$ cat src/sv/dsdc_pkg.sv
// Package for the dual sliding door controller.
// Widths, motion and flag codes, and lamp encoders. No dependencies.
package dsdc_pkg;

  localparam int unsigned DOOR_STEPS  = 4;
  localparam int unsigned COUNT_WIDTH = 16;
  localparam int unsigned PER_W       = COUNT_WIDTH + 1;
  localparam int unsigned POS_W       = 3;
  localparam int unsigned CFG_W       = 17;
  localparam int unsigned CFG_IDX_W   = 2;

  localparam logic [POS_W-1:0] POS_OPEN   = POS_W'(DOOR_STEPS);
  localparam logic [POS_W-1:0] POS_LAST   = POS_W'(DOOR_STEPS - 1);
  localparam logic [PER_W-1:0] PER_MAX    = PER_W'(64'd1 << COUNT_WIDTH);
  localparam logic [PER_W-1:0] PER_MIN    = PER_W'(1);

  localparam logic [1:0] MOT_IDLE  = 2'd0;
  localparam logic [1:0] MOT_OPEN  = 2'd1;
  localparam logic [1:0] MOT_CLOSE = 2'd2;

  localparam int unsigned EF_LOPEN   = 0;
  localparam int unsigned EF_ROPEN   = 1;
  localparam int unsigned EF_HELD    = 2;
  localparam int unsigned EF_CLOSING = 3;

  localparam logic [1:0] MODE_NORMAL  = 2'd0;
  localparam logic [1:0] MODE_OPENING = 2'd1;
  localparam logic [1:0] MODE_HELD    = 2'd2;
  localparam logic [1:0] MODE_CLOSING = 2'd3;

  localparam logic [CFG_IDX_W-1:0] REG_OPEN_STEP  = 2'd0;
  localparam logic [CFG_IDX_W-1:0] REG_CLOSE_STEP = 2'd1;
  localparam logic [CFG_IDX_W-1:0] REG_HOLD       = 2'd2;

  typedef struct packed {
    logic [POS_W-1:0]       pos;
    logic [1:0]             mot;
    logic [COUNT_WIDTH-1:0] step_cnt;
    logic [COUNT_WIDTH-1:0] hold_cnt;
    logic                   hold_run;
  } door_t;

  typedef struct packed {
    logic held;    // emergency opening finished
    logic closed;  // closing reached zero
  } door_evt_t;

  // lamps lit from bit3 down
  function automatic logic [3:0] lamps_down(input logic [POS_W-1:0] pos);
    logic [3:0] l;
    unique case (pos)
      3'd0:    l = 4'b0000;
      3'd1:    l = 4'b1000;
      3'd2:    l = 4'b1100;
      3'd3:    l = 4'b1110;
      default: l = 4'b1111;
    endcase
    return l;
  endfunction

  // lamps lit from bit0 up
  function automatic logic [3:0] lamps_up(input logic [POS_W-1:0] pos);
    logic [3:0] l;
    unique case (pos)
      3'd0:    l = 4'b0000;
      3'd1:    l = 4'b0001;
      3'd2:    l = 4'b0011;
      3'd3:    l = 4'b0111;
      default: l = 4'b1111;
    endcase
    return l;
  endfunction

endpackage

$ cat src/sv/dsdc_door.sv
// One door: step counter, position and hold counter for one tick.
// Depends on dsdc_pkg.
module dsdc_door (
  input  dsdc_pkg::door_t                  cur_i,
  input  logic                             own_flag_i,
  input  logic [dsdc_pkg::PER_W-1:0]       open_per_i,
  input  logic [dsdc_pkg::PER_W-1:0]       close_per_i,
  input  logic [dsdc_pkg::PER_W-1:0]       hold_per_i,
  output dsdc_pkg::door_t                  nxt_o,
  output dsdc_pkg::door_evt_t              evt_o
);

  logic [dsdc_pkg::PER_W-1:0] per;
  logic [dsdc_pkg::PER_W-1:0] step_inc;
  logic [dsdc_pkg::PER_W-1:0] hold_inc;
  logic                       start;

  assign per      = (cur_i.mot == dsdc_pkg::MOT_OPEN) ? open_per_i : close_per_i;
  assign step_inc = {1'b0, cur_i.step_cnt} + dsdc_pkg::PER_W'(1);
  assign hold_inc = {1'b0, cur_i.hold_cnt} + dsdc_pkg::PER_W'(1);

  always_comb begin
    nxt_o = cur_i;
    evt_o = '0;
    start = 1'b0;
    if (cur_i.mot != dsdc_pkg::MOT_IDLE) begin
      if (step_inc < per) begin
        nxt_o.step_cnt = step_inc[dsdc_pkg::COUNT_WIDTH-1:0];
      end else begin
        nxt_o.step_cnt = '0;
        if (cur_i.mot == dsdc_pkg::MOT_OPEN) begin
          if (cur_i.pos >= dsdc_pkg::POS_LAST) begin
            nxt_o.pos = dsdc_pkg::POS_OPEN;
            nxt_o.mot = dsdc_pkg::MOT_IDLE;
            if (own_flag_i) begin
              evt_o.held = 1'b1;
            end else begin
              start = 1'b1;
            end
          end else begin
            nxt_o.pos = cur_i.pos + dsdc_pkg::POS_W'(1);
          end
        end else begin
          if (cur_i.pos <= dsdc_pkg::POS_W'(1)) begin
            nxt_o.pos    = '0;
            nxt_o.mot    = dsdc_pkg::MOT_IDLE;
            evt_o.closed = 1'b1;
          end else begin
            nxt_o.pos = cur_i.pos - dsdc_pkg::POS_W'(1);
          end
        end
      end
    end
    if (start) begin
      nxt_o.hold_cnt = '0;
      nxt_o.hold_run = 1'b1;
    end else if (cur_i.hold_run) begin
      if (hold_inc < hold_per_i) begin
        nxt_o.hold_cnt = hold_inc[dsdc_pkg::COUNT_WIDTH-1:0];
      end else begin
        nxt_o.hold_cnt = '0;
        nxt_o.hold_run = 1'b0;
        nxt_o.mot      = dsdc_pkg::MOT_CLOSE;
        nxt_o.step_cnt = '0;
      end
    end
  end

endmodule

$ cat src/sv/dual_sliding_door_controller.sv
// Top level of the dual sliding door controller: edge detect, emergency
// flags, two door units, output register with skid. Depends on dsdc_pkg, dsdc_door.
//
// channel  dir  handshake                     payload
// s_axis   in   s_axis_tvalid/s_axis_tready   tdata: left, right, emergency
// m_axis   out  m_axis_tvalid/m_axis_tready   tdata: left lamps, right lamps, mode
// cfg      in   cfg_valid_i/cfg_ready_o       cfg_index_i, cfg_data_i
//
// One item per cycle while s_axis_tready is high; each tick is fully worked out in
// the accepting cycle, and its result is registered in the output register or skid.
// A two-entry output (register plus skid) lets an item be taken while a
// result is stalled; s_axis_tready drops only when both are full.
// Reset closes both doors and loads the default periods.
module dual_sliding_door_controller (
  input  logic                              clk_i,
  input  logic                              rst_ni,
  input  logic                              s_axis_tvalid,
  output logic                              s_axis_tready,
  input  logic [7:0]                        s_axis_tdata,  // left, right, emergency, pad
  output logic                              m_axis_tvalid,
  input  logic                              m_axis_tready,
  output logic [15:0]                       m_axis_tdata,  // left_lamps, right_lamps, mode, pad
  input  logic                              cfg_valid_i,
  output logic                              cfg_ready_o,
  input  logic [dsdc_pkg::CFG_IDX_W-1:0]    cfg_index_i,
  input  logic [dsdc_pkg::CFG_W-1:0]        cfg_data_i
);

  logic [dsdc_pkg::PER_W-1:0] open_per_q, close_per_q, hold_per_q, cfg_per;
  dsdc_pkg::door_t            left_q, right_q, left_e, right_e, left_n, right_n;
  dsdc_pkg::door_evt_t        left_evt, right_evt;
  logic [3:0]                 flags_q, flags_e, flags_n;
  logic [2:0]                 prev_q, lev, rise;
  logic [1:0]                 mode;
  logic [15:0]                res, out_q, skid_q;
  logic                       out_valid_q, skid_valid_q;
  logic                       s_acc, m_acc;

  assign cfg_ready_o = 1'b1;
  assign s_axis_tready = !skid_valid_q;
  assign s_acc = s_axis_tvalid && s_axis_tready;
  assign m_acc = m_axis_tvalid && m_axis_tready;
  assign m_axis_tvalid = out_valid_q;
  assign m_axis_tdata  = out_q;

  always_comb begin
    if (cfg_data_i == '0) begin
      cfg_per = dsdc_pkg::PER_MIN;
    end else if (cfg_data_i > dsdc_pkg::PER_MAX) begin
      cfg_per = dsdc_pkg::PER_MAX;
    end else begin
      cfg_per = cfg_data_i;
    end
  end

  always_ff @(posedge clk_i or negedge rst_ni) begin
    if (!rst_ni) begin
      open_per_q  <= dsdc_pkg::PER_W'(1000);
      close_per_q <= dsdc_pkg::PER_W'(2000);
      hold_per_q  <= dsdc_pkg::PER_W'(20000);
    end else if (cfg_valid_i && cfg_ready_o) begin
      unique case (cfg_index_i)
        dsdc_pkg::REG_OPEN_STEP:  open_per_q  <= cfg_per;
        dsdc_pkg::REG_CLOSE_STEP: close_per_q <= cfg_per;
        dsdc_pkg::REG_HOLD:       hold_per_q  <= cfg_per;
        default: ;
      endcase
    end
  end

  // edges, emergency action and sensor hold clear
  assign lev  = s_axis_tdata[2:0];
  assign rise = lev & ~prev_q;

  always_comb begin
    left_e  = left_q;
    right_e = right_q;
    flags_e = flags_q;
    if (rise[0] && flags_q == '0) begin
      left_e.mot      = dsdc_pkg::MOT_OPEN;
      left_e.step_cnt = '0;
    end
    if (rise[1] && flags_q == '0) begin
      right_e.mot      = dsdc_pkg::MOT_OPEN;
      right_e.step_cnt = '0;
    end
    if (rise[2]) begin
      if (flags_q[dsdc_pkg::EF_HELD]) begin
        flags_e = '0;
        flags_e[dsdc_pkg::EF_CLOSING] = 1'b1;
        left_e.mot  = dsdc_pkg::MOT_CLOSE;
        right_e.mot = dsdc_pkg::MOT_CLOSE;
      end else begin
        flags_e = '0;
        flags_e[dsdc_pkg::EF_LOPEN] = 1'b1;
        flags_e[dsdc_pkg::EF_ROPEN] = 1'b1;
        left_e.mot       = dsdc_pkg::MOT_OPEN;
        right_e.mot      = dsdc_pkg::MOT_OPEN;
        left_e.hold_run  = 1'b0;
        right_e.hold_run = 1'b0;
      end
      left_e.step_cnt  = '0;
      right_e.step_cnt = '0;
    end
    if (lev[0]) left_e.hold_cnt  = '0;
    if (lev[1]) right_e.hold_cnt = '0;
  end

  dsdc_door u_left (
    .cur_i       (left_e),
    .own_flag_i  (flags_e[dsdc_pkg::EF_LOPEN]),
    .open_per_i  (open_per_q),
    .close_per_i (close_per_q),
    .hold_per_i  (hold_per_q),
    .nxt_o       (left_n),
    .evt_o       (left_evt)
  );

  dsdc_door u_right (
    .cur_i       (right_e),
    .own_flag_i  (flags_e[dsdc_pkg::EF_ROPEN]),
    .open_per_i  (open_per_q),
    .close_per_i (close_per_q),
    .hold_per_i  (hold_per_q),
    .nxt_o       (right_n),
    .evt_o       (right_evt)
  );

  always_comb begin
    flags_n = flags_e;
    if (left_evt.held) begin
      flags_n[dsdc_pkg::EF_LOPEN] = 1'b0;
      flags_n[dsdc_pkg::EF_HELD]  = 1'b1;
    end
    if (right_evt.held) begin
      flags_n[dsdc_pkg::EF_ROPEN] = 1'b0;
      flags_n[dsdc_pkg::EF_HELD]  = 1'b1;
    end
    if (left_evt.closed || right_evt.closed) begin
      flags_n[dsdc_pkg::EF_CLOSING] = 1'b0;
    end
  end

  always_comb begin
    priority if (flags_n[dsdc_pkg::EF_HELD]) begin
      mode = dsdc_pkg::MODE_HELD;
    end else if (flags_n[dsdc_pkg::EF_CLOSING]) begin
      mode = dsdc_pkg::MODE_CLOSING;
    end else if (flags_n[dsdc_pkg::EF_LOPEN] || flags_n[dsdc_pkg::EF_ROPEN]) begin
      mode = dsdc_pkg::MODE_OPENING;
    end else begin
      mode = dsdc_pkg::MODE_NORMAL;
    end
  end

  assign res = {6'b0, mode, dsdc_pkg::lamps_up(right_n.pos),
                dsdc_pkg::lamps_down(left_n.pos)};

  always_ff @(posedge clk_i or negedge rst_ni) begin
    if (!rst_ni) begin
      left_q  <= '0;
      right_q <= '0;
      flags_q <= '0;
      prev_q  <= '0;
    end else if (s_acc) begin
      left_q  <= left_n;
      right_q <= right_n;
      flags_q <= flags_n;
      prev_q  <= lev;
    end
  end

  always_ff @(posedge clk_i or negedge rst_ni) begin
    if (!rst_ni) begin
      out_valid_q  <= 1'b0;
      skid_valid_q <= 1'b0;
    end else if (!out_valid_q || m_acc) begin
      if (skid_valid_q) begin
        out_valid_q  <= 1'b1;
        skid_valid_q <= 1'b0;
      end else begin
        out_valid_q <= s_acc;
      end
    end else if (s_acc) begin
      skid_valid_q <= 1'b1;
    end
  end

  always_ff @(posedge clk_i) begin
    if (!out_valid_q || m_acc) begin
      if (skid_valid_q) begin
        out_q <= skid_q;
      end else if (s_acc) begin
        out_q <= res;
      end
    end else if (s_acc) begin
      skid_q <= res;
    end
  end

`ifndef SYNTHESIS
  a_skid_behind_out: assert property (@(posedge clk_i) disable iff (!rst_ni)
    skid_valid_q |-> out_valid_q)
    else $error("skid entry without output entry");

  a_accept_gives_result: assert property (@(posedge clk_i) disable iff (!rst_ni)
    s_acc |=> out_valid_q)
    else $error("accepted item produced no result");

  a_pos_range: assert property (@(posedge clk_i) disable iff (!rst_ni)
    left_q.pos <= dsdc_pkg::POS_OPEN && right_q.pos <= dsdc_pkg::POS_OPEN)
    else $error("door position beyond full open");

  a_held_door_open: assert property (@(posedge clk_i) disable iff (!rst_ni)
    s_acc && (left_evt.held || right_evt.held) |=> flags_q[dsdc_pkg::EF_HELD])
    else $error("held flag not set after emergency opening");
`endif

endmodule

$ cat config.mk
export PLATFORM = sky130hd
export DESIGN_NAME = dual_sliding_door_controller
export DESIGN_NICKNAME = d
export VERILOG_FILES = /design/src/sv/dsdc_pkg.sv /design/src/sv/dsdc_door.sv /design/src/sv/dual_sliding_door_controller.sv
export SDC_FILE = /design/constraint.sdc
export NUM_CORES = 1
export LEC_CHECK = 0
export BUFFER_PORTS_ARGS = -buffer_cell sky130_fd_sc_hd__buf_2
export CAP_MARGIN = 20
export CORE_MARGIN = 2
export CORE_UTILIZATION = 40
export DETAILED_ROUTE_END_ITERATION = 7
export GPL_ROUTABILITY_DRIVEN = 0
export GPL_TIMING_DRIVEN = 0
export PLACE_DENSITY = 0.67
export SYNTH_ARGS = -nofsm -noshare
export SYNTH_HDL_FRONTEND = slang
export SYNTH_SLANG_ARGS = --single-unit
$ cat constraint.sdc
create_clock -name clk_i -period 4.9 [get_ports clk_i]
set_input_delay 0.98 -clock clk_i [delete_from_list [all_inputs] [get_ports clk_i]]
set_output_delay 0.98 -clock clk_i [all_outputs]
set_load 0.02 [all_outputs]
==> metrics.txt <==
RSZ-0062 raised after global routing true; via count of the first global-routing pass 8557; Port Buffer Count 38; most frequent cells in the layout nand2_1 (164), dfrtp_1 (119), o21ai_0 (77); crit path time final 4948 ps; worst flop-to-flop path endpoint m_axis_tdata[6]$_DFFE_PP_; crit path max fanout 5; synthesis-to-layout area growth 21.79%; Synth Flop Type dfrtp_1; initial antenna violation count 0; flops & latches, synth 156; setup violators final 2; Max-Cap Viols 0; first-pass GRT wire length 45570 um; TritonCTS clock tree done; Place WS -1252 ps; Overflow after GRT 0; M1 GR Usage 0.3035; row cnt 59; DIE WIDTH 165.5 um; Final #Nets 1369; Pwr Density 407.0 nW/um^2; HPWL after DPL 20530 um; Design Power 5171 uW; final setup skew 10.93 ps; CORE AREA 25840 sq um; Antenna Violating Nets Remaining 0; vias post-DR 9186; CP most frequent cell buf_6; Reg-to-Reg Start flags_q[2]$_DFFE_PN0P_; H-Tree Depth 4; Hold Path Class reg2reg; Ports 51; end of the critical path m_axis_tdata[6]$_DFFE_PP_; period utilisation layout 1.010; Fmax 202.1 MHz; chip height 165.5 um; Top Usage Layer GRT met2; critical path endpoint category register; total wire length 28910 um; full die area 27390 sq um; post-synth cell types 80; fin. max-slew vios 0; slew of the pin with the lowest slew margin 858.8 ps; Inserted Diodes 0; # DRC 0; Post-Synthesis Cells 1146; outcome finished with violations; Sink Count 156; Post-synth EDFFs 20; largest net degree at the start of global routing 80; FF-to-FF setup slack 70 ps; synthesized area per cell 9.102 sq um; Worst Path Arrival 5140 ps; met2 capacity usage during global routing 0.3284; worst setup path class in2reg; post-DR vias/cell 5.709; final hold violation count 0; failing checks setup timing; commonest non-fill, non-tap cell in the layout nand2_1; final worst slack -48.31 ps; critical path startpoint s_axis_tdata[2]; R2R depth 23; slowest CP cell or4_4; Seq/Total Area, Yosys 0.3859; Root Buffer clkbuf_16; Clock transition at path regs 70 ps; worst path cell trace buf_8, nor2b_4, buf_6, a31oi_4, buf_4, nand4_1, or4_4, or3_1, a21oi_2, ha_1, and4_4, a221o_1, nor3_4, buf_12, a21oi_4, buf_6, and3_4, a311o_1, mux2_4; synth warn 0; CTS Buffer Depth 2; Worst setup SP type input port; CTS buffer count 17; largest stage delay on the critical path 530 ps; layout cell share with drive strength beyond 1 0.2166; Total GRT Usage 0.2125; WHS 484.2 ps; Required @ worst endpoint 5090 ps; met3 GRT Util 0.04121; Worst slew margin 0.4263; clk_lat worst skew 430 ps; DR WL/cell 17.96 um; Max VDD drop 0.2173 mV; Iter 0 DRT Violations 709; leak pwr 0.005598 uW; initial core utilization 0.4037; Cell Area, Synth 10430 sq um; Initial DRT Pass Iterations 5; asr flop ratio synth 0.8718
[per-stage QoR]
stage	instance area, sq um	TNS (ps)	instances	util
global placement	11200	-89210	1524	0.4335
global route	12700	-2013	1609	0.4917
detailed placement	11230	-90810	1525	0.4348
finish	12700	-76.98	1609	0.4917
CTS	12330	-105.8	1585	0.4773
floorplan	10590	-3489	1151	-
[what timing repair did]
| action | 4_1_cts | 5_1_grt |
|---|---|---|
| pin swaps | 23 | 33 |
| setup buffers | 30 | 22 |
| hold buffers | 0 | 0 |
| endpoints found under the setup margin | 94 | 80 |
| resized for setup | 56 | 43 |
| cloned | 0 | 2 |
[critical path, delay by kind of cell]
kind / cells / cell delay [ps]
muxes: 1 / 260
AOI/OAI and AO/OA: 5 / 1210
and+or+nand+nor: 7 / 1680
adders and majority gates: 1 / 290
buffers and inverters: 5 / 710
[how the worst min path moves through the flow]
| stage | slack [ps] | end | from | cells past startpoint |
|---|---|---|---|---|
| after CTS | 490 | hold_per_q[9]$_DFFE_PN1P_ | hold_per_q[9]$_DFFE_PN1P_ | 2 |
| final | 480 | hold_per_q[3]$_DFFE_PN0P_ | hold_per_q[3]$_DFFE_PN0P_ | 2 |
| after floorplan | 450 | hold_per_q[12]$_DFFE_PN0P_ | hold_per_q[12]$_DFFE_PN0P_ | 2 |
| after detailed placement | 470 | hold_per_q[3]$_DFFE_PN0P_ | hold_per_q[3]$_DFFE_PN0P_ | 2 |
| after global routing | 510 | hold_per_q[15]$_DFFE_PN0P_ | hold_per_q[15]$_DFFE_PN0P_ | 2 |
| after global placement | 470 | hold_per_q[13]$_DFFE_PN0P_ | hold_per_q[13]$_DFFE_PN0P_ | 2 |
[Yosys cell counts, types with 23 or more instances]
cell | count | area (sq um)
o21ai_0 | 78 | 390.4
nand2_1 | 168 | 630.6
a22o_1 | 37 | 324.1
nor3_1 | 23 | 115.1
nand3_1 | 43 | 215.2
ha_1 | 76 | 950.9
clkbuf_1 | 30 | 112.6
mux2i_1 | 38 | 380.4
a21oi_1 | 51 | 255.2
inv_1 | 41 | 153.9
nor2_1 | 72 | 270.3
dfrtp_1 | 119 | 2978
[sequential cells by signal (all words and copies together), names as in the netlist]
register,flops
left_q,35
right_q,35
close_per_q,17
hold_per_q,17
open_per_q,17
m_axis_tdata,10
skid_q,10
flags_q,4
left_e,3
prev_q,3
right_e,3
m_axis_tvalid,1
skid_valid_q,1
[cell families (layout without fill, tap and decap cells)]
| family | Yosys count | count (layout) | share of synthesized area |
|---|---|---|---|
| other | 2 | 7 | 0.0007200 |
| DFF | 156 | 156 | 0.3859 |
| muxes | 57 | 57 | 0.05733 |
| adders and majority gates | 76 | 76 | 0.09116 |
| AOI/OAI and AO/OA | 294 | 295 | 0.1977 |
| xor gates and xnor gates | 42 | 42 | 0.03526 |
| buffers and inverters | 91 | 213 | 0.03622 |
| and+or+nand+nor | 428 | 428 | 0.1958 |
[report_power, final]
group	switching (uW)	internal, uW
clock network	575	801
registers	194	1540
logic	1220	839
total	1990	3180
[metal layers]
metal	wire length, um	up-vias
met5	0	-
met4	690	0
met3	1872	53
met2	12960	297
met1	13380	4430
li1	-	4406
[area by class of cell]
class / instances / area [sq um]
clock inverters: 11 / 130.1
fillers: 2386 / 13130
repair buffers: 93 / 666.9
inverters: 42 / 157.7
flip-flops and latches: 156 / 4025
well taps: 335 / 419.2
clock buffers: 21 / 471.7
plain buffers: 46 / 256.5
multi-input cells: 905 / 6578
(Power assumes the default switching activity.)
